### config.mk
export PLATFORM = sky130hd
export DESIGN_NAME = tcp_segment_checksum_check
export DESIGN_NICKNAME = d
export VERILOG_FILES = /design/src/hw/rtl/tcpcs_pkg.sv /design/src/hw/rtl/tcp_segment_checksum_check.sv
export SDC_FILE = /design/constraint.sdc
export NUM_CORES = 1
export LEC_CHECK = 0
export BUFFER_PORTS_ARGS = -buffer_cell sky130_fd_sc_hd__buf_2
export CAP_MARGIN = 0
export CORE_AREA = 2 2 203 105
export CTS_BUF_LIST = sky130_fd_sc_hd__clkbuf_2
export CTS_CLUSTER_DIAMETER = 80
export DETAILED_ROUTE_END_ITERATION = 16
export DIE_AREA = 0 0 205 107
export PLACE_DENSITY_LB_ADDON = 0.12
export SYNTH_ARGS = -nofsm -noshare
export SYNTH_HDL_FRONTEND = slang
export SYNTH_SLANG_ARGS = --single-unit
### constraint.sdc
create_clock -name i_clk -period 7.84 [get_ports i_clk]
set_input_delay 0 -clock i_clk [delete_from_list [all_inputs] [get_ports i_clk]]
set_output_delay 0 -clock i_clk [all_outputs]
set_load 0.02 [all_outputs]
### src/hw/rtl/tcpcs_pkg.sv
`default_nettype none

package tcpcs_pkg;

    // one packet byte in
    typedef struct packed {
        logic [7:0] packet_byte;
        logic       last_byte;
    } t_in_item;

    // one checksum result out
    typedef struct packed {
        logic [15:0] folded_sum;
        logic        sum_valid;
        logic [1:0]  error_code;
    } t_out_item;

    localparam logic [1:0] ERR_OK     = 2'd0;
    localparam logic [1:0] ERR_SHORT  = 2'd1;
    localparam logic [1:0] ERR_LENGTH = 2'd2;

    localparam logic [15:0] PROTO_TCP   = 16'h0006;
    localparam logic [3:0]  MIN_IHL     = 4'd5;
    localparam logic [15:0] POS_TOT_HI  = 16'd2;
    localparam logic [15:0] POS_TOT_LO  = 16'd3;
    localparam logic [15:0] POS_ADDR_LO = 16'd12;
    localparam logic [15:0] POS_ADDR_HI = 16'd19;
    localparam logic [15:0] POS_DATA    = 16'd20;
    localparam logic [15:0] POS_MAX     = 16'hffff;
    localparam logic [15:0] SUM_GOOD    = 16'hffff;

    // one's-complement add with end-around carry
    function automatic logic [15:0] oc_add(input logic [15:0] a, input logic [15:0] b);
        logic [16:0] s;
        logic [16:0] f;
        s = {1'b0, a} + {1'b0, b};
        f = {16'd0, s[16]} + {1'b0, s[15:0]};
        return f[15:0];
    endfunction

endpackage

`default_nettype wire

### src/hw/rtl/tcp_segment_checksum_check.sv
// channel  | direction | handshake                 | payload
// ---------+-----------+---------------------------+----------------------------
// in       | to block  | i_in_valid / o_in_ready   | i_in_item  (byte, last flag)
// out      | from block| o_out_valid / i_out_ready | o_out_item (sum, ok, error)
//
// one packet byte is taken every cycle while no stalled result holds the output register;
// the result is offered from the edge that moves the last byte out of the input register
// the rate is set by the checksum adders that each byte passes through once
// reset (i_rst_n low at a clock edge) clears the packet state and both valid flags
// a stalled result holds the output register, the input register then fills and
// o_in_ready drops; both registers refill in the cycle the stall clears
`default_nettype none

module tcp_segment_checksum_check
    import tcpcs_pkg::*;
(
    input  wire logic      i_clk,
    input  wire logic      i_rst_n,
    input  wire logic      i_in_valid,
    output logic           o_in_ready,
    input  wire t_in_item  i_in_item,
    output logic           o_out_valid,
    input  wire logic      i_out_ready,
    output t_out_item      o_out_item
);

    // input register
    logic      r_in_valid;
    t_in_item  r_in;

    // packet state
    logic [15:0] r_pos, n_pos;
    logic [5:0]  r_hdr, n_hdr;
    logic [15:0] r_tot, n_tot;
    logic [15:0] r_sum, n_sum;
    logic [7:0]  r_hold, n_hold;
    logic        r_lerr, n_lerr;

    // result register
    logic       r_out_valid;
    t_out_item  r_out, n_out;

    logic advance;
    logic fire;

    // working values for the byte in the input register
    logic [3:0]  ihl;
    logic [15:0] tot_full;
    logic [15:0] tcp_len;
    logic [15:0] sum_hdr;
    logic        in_data;
    logic        add_data;
    logic [16:0] consumed;
    logic [16:0] seg_end;
    logic        add_pad;
    logic [15:0] word;
    logic [15:0] sum_byte;
    logic [1:0]  err;

    // the result register frees when empty or when its item is taken
    assign advance    = !r_out_valid || i_out_ready;
    assign o_in_ready = !r_in_valid || advance;
    assign fire       = r_in_valid && advance;

    always_comb begin
        n_pos  = r_pos;
        n_hdr  = r_hdr;
        n_tot  = r_tot;
        n_sum  = r_sum;
        n_hold = r_hold;
        n_lerr = r_lerr;

        // header length from the ihl nibble, short values raised to the minimum header
        ihl = (r_in.packet_byte[3:0] < MIN_IHL) ? MIN_IHL : r_in.packet_byte[3:0];

        tot_full = {r_tot[15:8], r_in.packet_byte};
        tcp_len  = tot_full - {10'd0, r_hdr};
        // pseudo-header protocol and tcp length terms, folded in one go
        sum_hdr  = oc_add(oc_add(r_sum, PROTO_TCP), tcp_len);

        // segment bytes: past the fixed header, past the options, inside total length;
        // the header length is a multiple of four so word parity follows byte position
        in_data  = (r_pos >= POS_DATA) && !r_lerr && (r_pos >= {10'd0, r_hdr})
                   && (r_pos < r_tot);
        add_data = 1'b0;

        unique case (1'b1)
            (r_pos == '0): begin
                n_hdr = {ihl, 2'b00};
            end
            (r_pos == POS_TOT_HI): begin
                n_tot = {r_in.packet_byte, 8'd0};
            end
            (r_pos == POS_TOT_LO): begin
                n_tot = tot_full;
                if (tot_full < {10'd0, r_hdr}) begin
                    n_lerr = 1'b1;
                end else begin
                    n_sum = sum_hdr;
                end
            end
            (r_pos >= POS_ADDR_LO && r_pos <= POS_ADDR_HI): begin
                // source and destination addresses
                if (r_pos[0]) begin
                    add_data = 1'b1;
                end else begin
                    n_hold = r_in.packet_byte;
                end
            end
            default: begin
                if (in_data) begin
                    if (r_pos[0]) begin
                        add_data = 1'b1;
                    end else begin
                        n_hold = r_in.packet_byte;
                    end
                end
            end
        endcase

        // odd tail byte on the last item gets a zero low byte;
        // the total length includes a low byte arriving with this item
        consumed = {1'b0, r_pos} + 17'd1;
        seg_end  = (consumed < {1'b0, n_tot}) ? consumed : {1'b0, n_tot};
        add_pad  = r_in.last_byte && !n_lerr && (consumed >= 17'd4)
                   && (seg_end > {11'd0, r_hdr}) && seg_end[0];

        // data word and pad word never fall on the same byte
        word     = add_data ? {r_hold, r_in.packet_byte} : {n_hold, 8'd0};
        sum_byte = oc_add(r_sum, word);
        if (add_data || add_pad) begin
            n_sum = sum_byte;
        end

        if (n_lerr) begin
            err = ERR_LENGTH;
        end else if (consumed < 17'd4 || consumed < {1'b0, n_tot}) begin
            err = ERR_SHORT;
        end else begin
            err = ERR_OK;
        end

        n_out.folded_sum = n_lerr ? 16'd0 : n_sum;
        n_out.error_code = err;
        n_out.sum_valid  = (err == ERR_OK) && (n_sum == SUM_GOOD);

        if (r_in.last_byte) begin
            // back to the start of a packet
            n_pos  = '0;
            n_hdr  = '0;
            n_tot  = '0;
            n_sum  = '0;
            n_hold = '0;
            n_lerr = 1'b0;
        end else if (r_pos != POS_MAX) begin
            n_pos = r_pos + 16'd1;
        end
    end

    always_ff @(posedge i_clk) begin
        if (!i_rst_n) begin
            r_in_valid <= 1'b0;
        end else if (i_in_valid && o_in_ready) begin
            r_in_valid <= 1'b1;
        end else if (advance) begin
            r_in_valid <= 1'b0;
        end
    end

    always_ff @(posedge i_clk) begin
        if (i_in_valid && o_in_ready) begin
            r_in <= i_in_item;
        end
    end

    always_ff @(posedge i_clk) begin
        if (!i_rst_n) begin
            r_pos  <= '0;
            r_hdr  <= '0;
            r_tot  <= '0;
            r_sum  <= '0;
            r_hold <= '0;
            r_lerr <= 1'b0;
        end else if (fire) begin
            r_pos  <= n_pos;
            r_hdr  <= n_hdr;
            r_tot  <= n_tot;
            r_sum  <= n_sum;
            r_hold <= n_hold;
            r_lerr <= n_lerr;
        end
    end

    always_ff @(posedge i_clk) begin
        if (!i_rst_n) begin
            r_out_valid <= 1'b0;
        end else if (advance) begin
            r_out_valid <= fire && r_in.last_byte;
        end
    end

    always_ff @(posedge i_clk) begin
        if (fire && r_in.last_byte) begin
            r_out <= n_out;
        end
    end

    assign o_out_valid = r_out_valid;
    assign o_out_item  = r_out;

endmodule

`default_nettype wire

* After elaboration in Yosys (flattened, before gate mapping)
Cells that the tools add are included. W data, S select, Z words.
Storage, ports and cells: register bits after elaboration 93, input port bits 13, word-level logic and storage cells 92
Cells by class: add/sub/neg operators 9, $lt $le $gt $ge 11, equal/unequal tests 4, muxes and demuxes 27, reduce and logical (&&, ||, !) cells 28
Operators with widths (count):
- $mux W16 | 8
- $add A1 B16 Y16 | 3
- $add A16 B16 Y17 | 2
- $eq A16 B2 Y1 const B | 2
- $pmux W16 S2 | 1
- $mux W8 | 3
- $add A16 B1 Y17 const B | 1
- $add A16 B3 Y17 const B | 1
- $ge A17 B3 Y1 const B | 1
- $gt A17 B6 Y1 | 1
- $lt A17 B16 Y1 | 1
- $lt A17 B3 Y1 const B | 1
- $mux W17 | 1
- $add A16 B1 Y16 const B | 1
- $eq A16 B16 Y1 const B | 1
- $ge A16 B4 Y1 const B | 1
- $ge A16 B5 Y1 const B | 1
- $ge A16 B6 Y1 | 1
- $le A16 B5 Y1 const B | 1
- $logic_not A16 Y1 | 1
- $lt A16 B16 Y1 | 1
- $lt A16 B6 Y1 | 1
- $ne A16 B16 Y1 const B | 1
- $pmux W8 S2 | 1
- other kinds (14) | 42

* Logic depth before layout (Yosys ltp)
Gate-level depths: netlist of the first run.
depth in word-level cells 12, gate-level depth with buffers 31, depth with buffers taken out 30

* Least setup slack after synthesis of the first run
OpenSTA, ideal clock, no wires.
kind register -> register, from register r_sum[3], to register r_out (netlist bit o_out_item[2]), data pin, setup time 0.134 ns, arrival 6.133 ns, data required time 7.706 ns, setup slack 1.573 ns, stages on the path, launching flop included 29, buffers on the path 1, period minus slack after synthesis 6.267 ns, path through dfxtp_1 > clkbuf_1 > o211ai_1 > nor2_1 > and4_1 > ha_1 > ha_1 > nor2b_1 > nand3_1 > or3_1 > or3_1 > xnor2_1 > ha_1 > and2_1 > a221o_1 > or3_1 > o22ai_1 > o21bai_1 > a21o_1 > ha_1 > nor3b_1 > nand3_1 > xnor2_1 > mux2_2 > nor4bb_1 > nand3_1 > nor4b_1 > a31oi_1 > and4b_1
RTL lines:
- start, declared | RTL line tcp_segment_checksum_check.sv:35 | logic [15:0] r_sum, n_sum;
- start signal, assigned | RTL line tcp_segment_checksum_check.sv:188 | r_sum <= n_sum;
- end signal, assigned | RTL line tcp_segment_checksum_check.sv:204 | r_out <= n_out;
- end, declared | RTL line tcp_segment_checksum_check.sv:41 | t_out_item r_out, n_out;

==> results of run 1 <==
-- per-stage QoR --
stage / setup WS [ps] / std cells / instance area (um2) / power (mW) / utilization [%]
after floorplan: 1573 / 1079 / 8922 / 0.5997 / -
after global placement: 616.9 / 1365 / 9444 / 0.6458 / 46.79
after detailed placement: 438.3 / 1365 / 9444 / 0.6456 / 46.79
after CTS: 347.6 / 1397 / 9698 / 0.8849 / 48.05
after global routing: -5.562 / 1397 / 9741 / 0.9156 / 48.26
final: 412.2 / 1397 / 9741 / 0.8834 / 48.26
-- where the power goes --
part           switching [mW]  leakage, nW  total, mW  internal, mW
Clock                   0.192       0.0518      0.235        0.0428
Combinational          0.0907         3.11      0.147        0.0559
Sequential             0.0104        0.784      0.502         0.492
Total                   0.293         3.94      0.883         0.591
-- critical path: stages (launching register included) --
cell and delay, ps:
dfxtp_1 520, o211ai_1 240, nor2_4 260, and4_1 320
ha_1 230, ha_1 190, nor2b_1 240, nand3_1 180
or3_1 430, or3_1 410, xnor2_1 150, ha_1 360
and2_1 200, a221o_1 320, or3_1 320, o22ai_1 220
o21bai_1 100, a21o_1 240, ha_1 240, nor3b_1 160
nand3_1 230, xnor2_1 110, mux2_2 280, nor4bb_1 420
nand3_1 200, nor4b_1 340, a31oi_1 130, and4b_1 240
-- cell type report --
cell class              instances  area (um2)
fillers                      2020       10440
multi-input cells             881        6414
flip-flops and latches         91        2116
repair buffers                 82       573.1
well taps                     273       341.6
inverters                      54       202.7
clock buffers                  10       50.05
clock inverters                 6       43.79
-- sequential cells by signal, indices dropped and copies added (netlist names), 4 cells and up --
register	cells
r_pos	16
r_hold	8
r_sum	16
r_hdr	4
r_tot	16
r_in	9
o_out_item	19
-- kinds of logic after synthesis --
| family | share of synthesized area [%] |
|---|---|
| compound gates | 19.03 |
| xor+xnor | 10.21 |
| fa+ha+maj | 12.40 |
| buf+inv | 4.880 |
| flops | 23.56 |
| mux | 4.838 |
| simple gates | 25.09 |
-- metal layers --
layer / wire length (um) / track usage (%)
met2: 9767 / 31.39
met4: 176 / 3.443
met5: 0 / 0
met1: 16280 / 46.55
met3: 4434 / 14.01
-- cell usage in the layout (no fill, tap or decap), drive strengths merged, types with 9 or more instances in the layout --
cell type,count
dlygate4sd3,16
and4,10
a21o,19
nor4,17
nand2b,15
o22ai,18
a21boi,9
mux2i,25
inv,54
o21a,10
nor2b,49
o21ai,48
ha,82
nor2,64
a31oi,9
a22oi,44
nand2,84
mux2,14
and2,39
buf,66
dfxtp,63
and3,12
xor2,36
edfxtp,28
xnor2,68
clkbuf,10
nand4,21
nor3,30
nand3,24
a21oi,26
-- how the worst max path moves through the flow --
stage	from	end	slack, ps
floorplan	r_sum[3]	o_out_item[2]	1570
global placement	r_sum[9]	o_out_item[2]	620
detailed placement	r_sum[4]	o_out_item[2]	440
CTS	r_sum[4]	o_out_item[2]	350
global route	r_sum[2]	o_out_item[2]	-6
finish	r_sum[2]	o_out_item[2]	410
-- repair_timing --
action | in CTS | in global routing
setup endpoints to repair | 0 | 16
resized for setup | 0 | 17
hold endpoints to repair | 20 | 0
hold buffers | 16 | 0
==> results_dict.tcl, run 1 <==
set metrics [dict create \
    outcome "complete, no violations" \
    r2r.worst_path.cells 27 \
    cts-root-buf "clkbuf_2" \
    via_count 8356 \
    clk_pin_slew_ps 300 \
    seq_area_frac_synth_pct 23.56 \
    min_to "r_in[5]" \
    r2r_slack_ps 410 \
    start_util_pct 44.20 \
    ys.warnings.count 0 \
    num_rows 37 \
    grt-ovfl-total 0 \
    ys_async_sr_fraction_pct 0 \
    syn_avg_cell_area_um2 8.269 \
    core_area_um2 20180 \
    diodes 0 \
    postCtsSetupRepairBufs 0 \
    hold_path_depth 2 \
    yosysTopAreaCellShare_pct 14.14 \
    drv_slew 0 \
    tns_ps 0 \
    hold_violations 0 \
    worst_ep_required_time_ps 8360 \
    ir_drop_mv 0.08335 \
    numCtsBuffers 9 \
    synth.distinct_cells 79 \
    cts_tree "done" \
    synth.net_count 1177 \
    leakagePower_nw 3.943 \
    critPathArrivalTime_ps 7950 \
    synth_edf_count 28 \
    cp-end-kind "flip-flop" \
    synth_area_um2 8922 \
    critPathLaunchType "flip-flop" \
    wl_per_cell_um 21.95 \
    synth_most_common_cell "nand2_1" \
    area_growth_syn_to_layout_pct 9.171 \
    yosysTopAreaCell "dfxtp_1" \
    initialDrtViolationCount 1015 \
    slew_headroom_pct 22.58 \
    maxCapViolCount 0 \
    grt_pass1_vias 7538 \
    io_buffers 33 \
    drc 0 \
    whs_ps 52.97 \
    power_density_nw_per_um2 90.70 \
    die_w_um 205 \
    fin_nets 1217 \
    fin_skew_ps 37.12 \
    hp-start "i_in_item[5]" \
    crit_type "flip-flop to flip-flop" \
    routed_wl_um 30660 \
    crit_path_max_fanout 7 \
    clock_latency_ps 650 \
    chipHeight_um 107 \
    synth_common_cells "83 x nand2_1, 82 x ha_1, 68 x xnor2_1" \
    drive_above_1_share_pct 11.57 \
    synth-main-ff-cell "dfxtp_1" \
    grt_pass1_wl_um 46640 \
    grt_max_degree 64 \
    fmaxAchievable_mhz 134.6 \
    cts_sinks 91 \
    cts.htree.levels 3 \
    synthTopCellsByArea "dfxtp_1 14%, ha_1 11%, edfxtp_1 9.4%" \
    dieArea_um2 21940 \
    ant_nets 0 \
    routabilityCongestion 0.9613 \
    fin_crit_ps 7428 \
    clock_path_buffers 2 \
    avgViaCountPerCell 5.981 \
    hold_path.class "primary input to flip-flop" \
    syn_inst 1079 \
    grt_usage_pct 28.52 \
    antenna_found_initial 1 \
    setup_violations 0 \
    firstDrtPassIters 5 \
    period_share_pct 94.74 \
    r2r_start "r_sum[2]" \
    tightest_slew_ps 1161 \
    ys_ff_latch 91 \
    dpl.hpwl_um 24060 \
    reg2reg_to "o_out_item[2]" \
    ios 34 \
]
Note: power is estimated with default switching activity, not from simulation.
==> run 2: changes to the inputs <==
--- a/config.mk
+++ b/config.mk
@@ -9,3 +9,3 @@
 export CAP_MARGIN = 0
-export CORE_AREA = 2 2 203 105
+export CORE_AREA = 4 4 168 129
 export CTS_BUF_LIST = sky130_fd_sc_hd__clkbuf_2
@@ -13,3 +13,3 @@
 export DETAILED_ROUTE_END_ITERATION = 16
-export DIE_AREA = 0 0 205 107
+export DIE_AREA = 0 0 172 133
 export PLACE_DENSITY_LB_ADDON = 0.12
==> constraint.sdc (replaced) <==
create_clock -name i_clk -period 7.84 [get_ports i_clk]
set_input_delay 0.784 -clock i_clk [delete_from_list [all_inputs] [get_ports i_clk]]
set_output_delay 0.784 -clock i_clk [all_outputs]
set_load 0.02 [all_outputs]
==> results_dict.tcl, run 2 (synthesis results as in run 1) <==
set metrics [dict create \
    clock_latency_ps 650 \
    mostFrequentLayoutCells "83 x nand2_1, 82 x ha_1, 68 x xnor2_1" \
    wl_per_cell_um 20.21 \
    cts.htree.levels 3 \
    hold_path_depth 1 \
    drc 0 \
    reg2reg_to "o_out_item[2]" \
    grt_usage_pct 23.72 \
    worst_ep_required_time_ps 8380 \
    crit_path_start "r_sum[10]" \
    hold_violations 0 \
    power_mw 0.8959 \
    cp_common_cell "ha_1" \
    final_common_cell "nand2_1" \
    hold_path.class "primary input to flip-flop" \
    grt_pass1_wl_um 42460 \
    cp-end-kind "flip-flop" \
    slowest_delay_ps 670 \
    fmaxAchievable_mhz 136.3 \
    avgViaCountPerCell 5.964 \
    maxCapViolCount 0 \
    numCtsBuffers 9 \
    fin_skew_ps 40.97 \
    postCtsSetupRepairBufs 0 \
    power_density_nw_per_um2 95.09 \
    hp-start "i_in_item[7]" \
    crit_path_max_fanout 9 \
    leakagePower_nw 3.801 \
    core_area_um2 20040 \
    met2_usage_pct 30.11 \
    period_share_pct 93.60 \
    grt_pass1_vias 7277 \
    crit_path_top_delay_cell "dfxtp_1" \
    fin_crit_ps 7339 \
    firstDrtPassIters 6 \
    rsz0062_at_grt "no" \
    initialDrtViolationCount 866 \
    start_util_pct 44.51 \
    gr-max-usage-layer "met1" \
    cts_sinks 91 \
    tightest_slew_ps 1043 \
    largest_reg_flops 19 \
    fin_nets 1183 \
    ir_drop_mv 0.09542 \
    drive_above_1_share_pct 9.174 \
    clk_pin_slew_ps 300 \
    min_to "r_in[7]" \
    slew_headroom_pct 30.46 \
    die_w_um 172 \
    setup_violations 0 \
    cts-root-buf "clkbuf_2" \
    grt_max_degree 64 \
    ios 34 \
    num_rows 45 \
    routabilityCongestion 0.9184 \
    tns_ps 0 \
    ant_nets 0 \
    cts_tree "done" \
    outcome "complete, no violations" \
    grt.met1_usage_pct 40.44 \
    critPathArrivalTime_ps 7880 \
    via_count 8052 \
    clock_path_buffers 2 \
    io_buffers 33 \
    antenna_found_initial 1 \
    dieArea_um2 22880 \
    grt.met3_usage_pct 4.630 \
    area_growth_syn_to_layout_pct 5.595 \
    crit_type "flip-flop to flip-flop" \
    critPathLaunchType "flip-flop" \
    grt-ovfl-total 0 \
    drv_slew 0 \
    worst_slack_ps 501.5 \
    r2r_slack_ps 500 \
    r2r.worst_path.cells 28 \
    post-place-ws_ps 712.9 \
    chipHeight_um 133 \
    dpl.hpwl_um 21250 \
    routed_wl_um 27290 \
    r2r_start "r_sum[10]" \
]
-- run 2: critical path, delay by kind of cell, from the launching register on --
family | cells | cell delay [ps]
AO/OA/AOI/OAI | 5 | 1020
XOR/XNOR | 2 | 450
adder cells (fa/ha/maj) | 5 | 1140
buffers and inverters | 1 | 50
flip-flops | 1 | 670
multiplexers | 1 | 160
AND/OR/NAND/NOR | 14 | 3750
-- run 2: what timing repair did --
item	in CTS	in global routing
hold buffers	0	0
endpoints found under the setup margin	0	1
resized for setup	0	1
-- run 2: worst max path at each step --
| stage | to | slack, ps | cells past startpoint |
|---|---|---|---|
| global placement | o_out_item[2] | 810 | 28 |
| detailed placement | o_out_item[2] | 710 | 28 |
| floorplan | o_out_item[2] | 1570 | 28 |
| global route | o_out_item[2] | 40 | 28 |
| finish | o_out_item[2] | 500 | 28 |
| CTS | o_out_item[2] | 590 | 28 |
-- run 2: final cells by class --
cell class | count | area (um2)
fill | 2029 | 10620
multi-input combinational | 881 | 6387
sequential | 91 | 2102
tap | 258 | 322.8
timing repair buffer | 48 | 277.8
inverter | 54 | 202.7
clock inverter | 7 | 78.83
clock buffer | 9 | 45.04
antenna | 2 | 5.005
-- run 2: where the power goes --
group	switching (mW)	leakage (nW)	internal, mW	total, mW
clock	0.202	0.0749	0.0548	0.257
sequential	0.0107	0.779	0.493	0.503
combinational	0.0869	2.95	0.0487	0.136
total	0.300	3.80	0.596	0.896
-- run 2: routing by layer --
layer  part of all wire [%]  wire (um)
met1                     54      14600
met2                     38      10380
met3                    7.4       2011
met4                    1.1        294
met5                      0          0
-- run 2: metrics by stage --
stage          util, %  area (um2)  hold WS (ps)  cells
2_1_floorplan        -        8922         441.0   1079
3_3_place_gp     46.35        9290         454.6   1332
3_5_place_dp     46.35        9290         462.2   1332
4_1_cts          46.97        9414         204.9   1348
5_1_grt          47.00        9422         190.1   1350
6_report         47.00        9422         275.0   1350
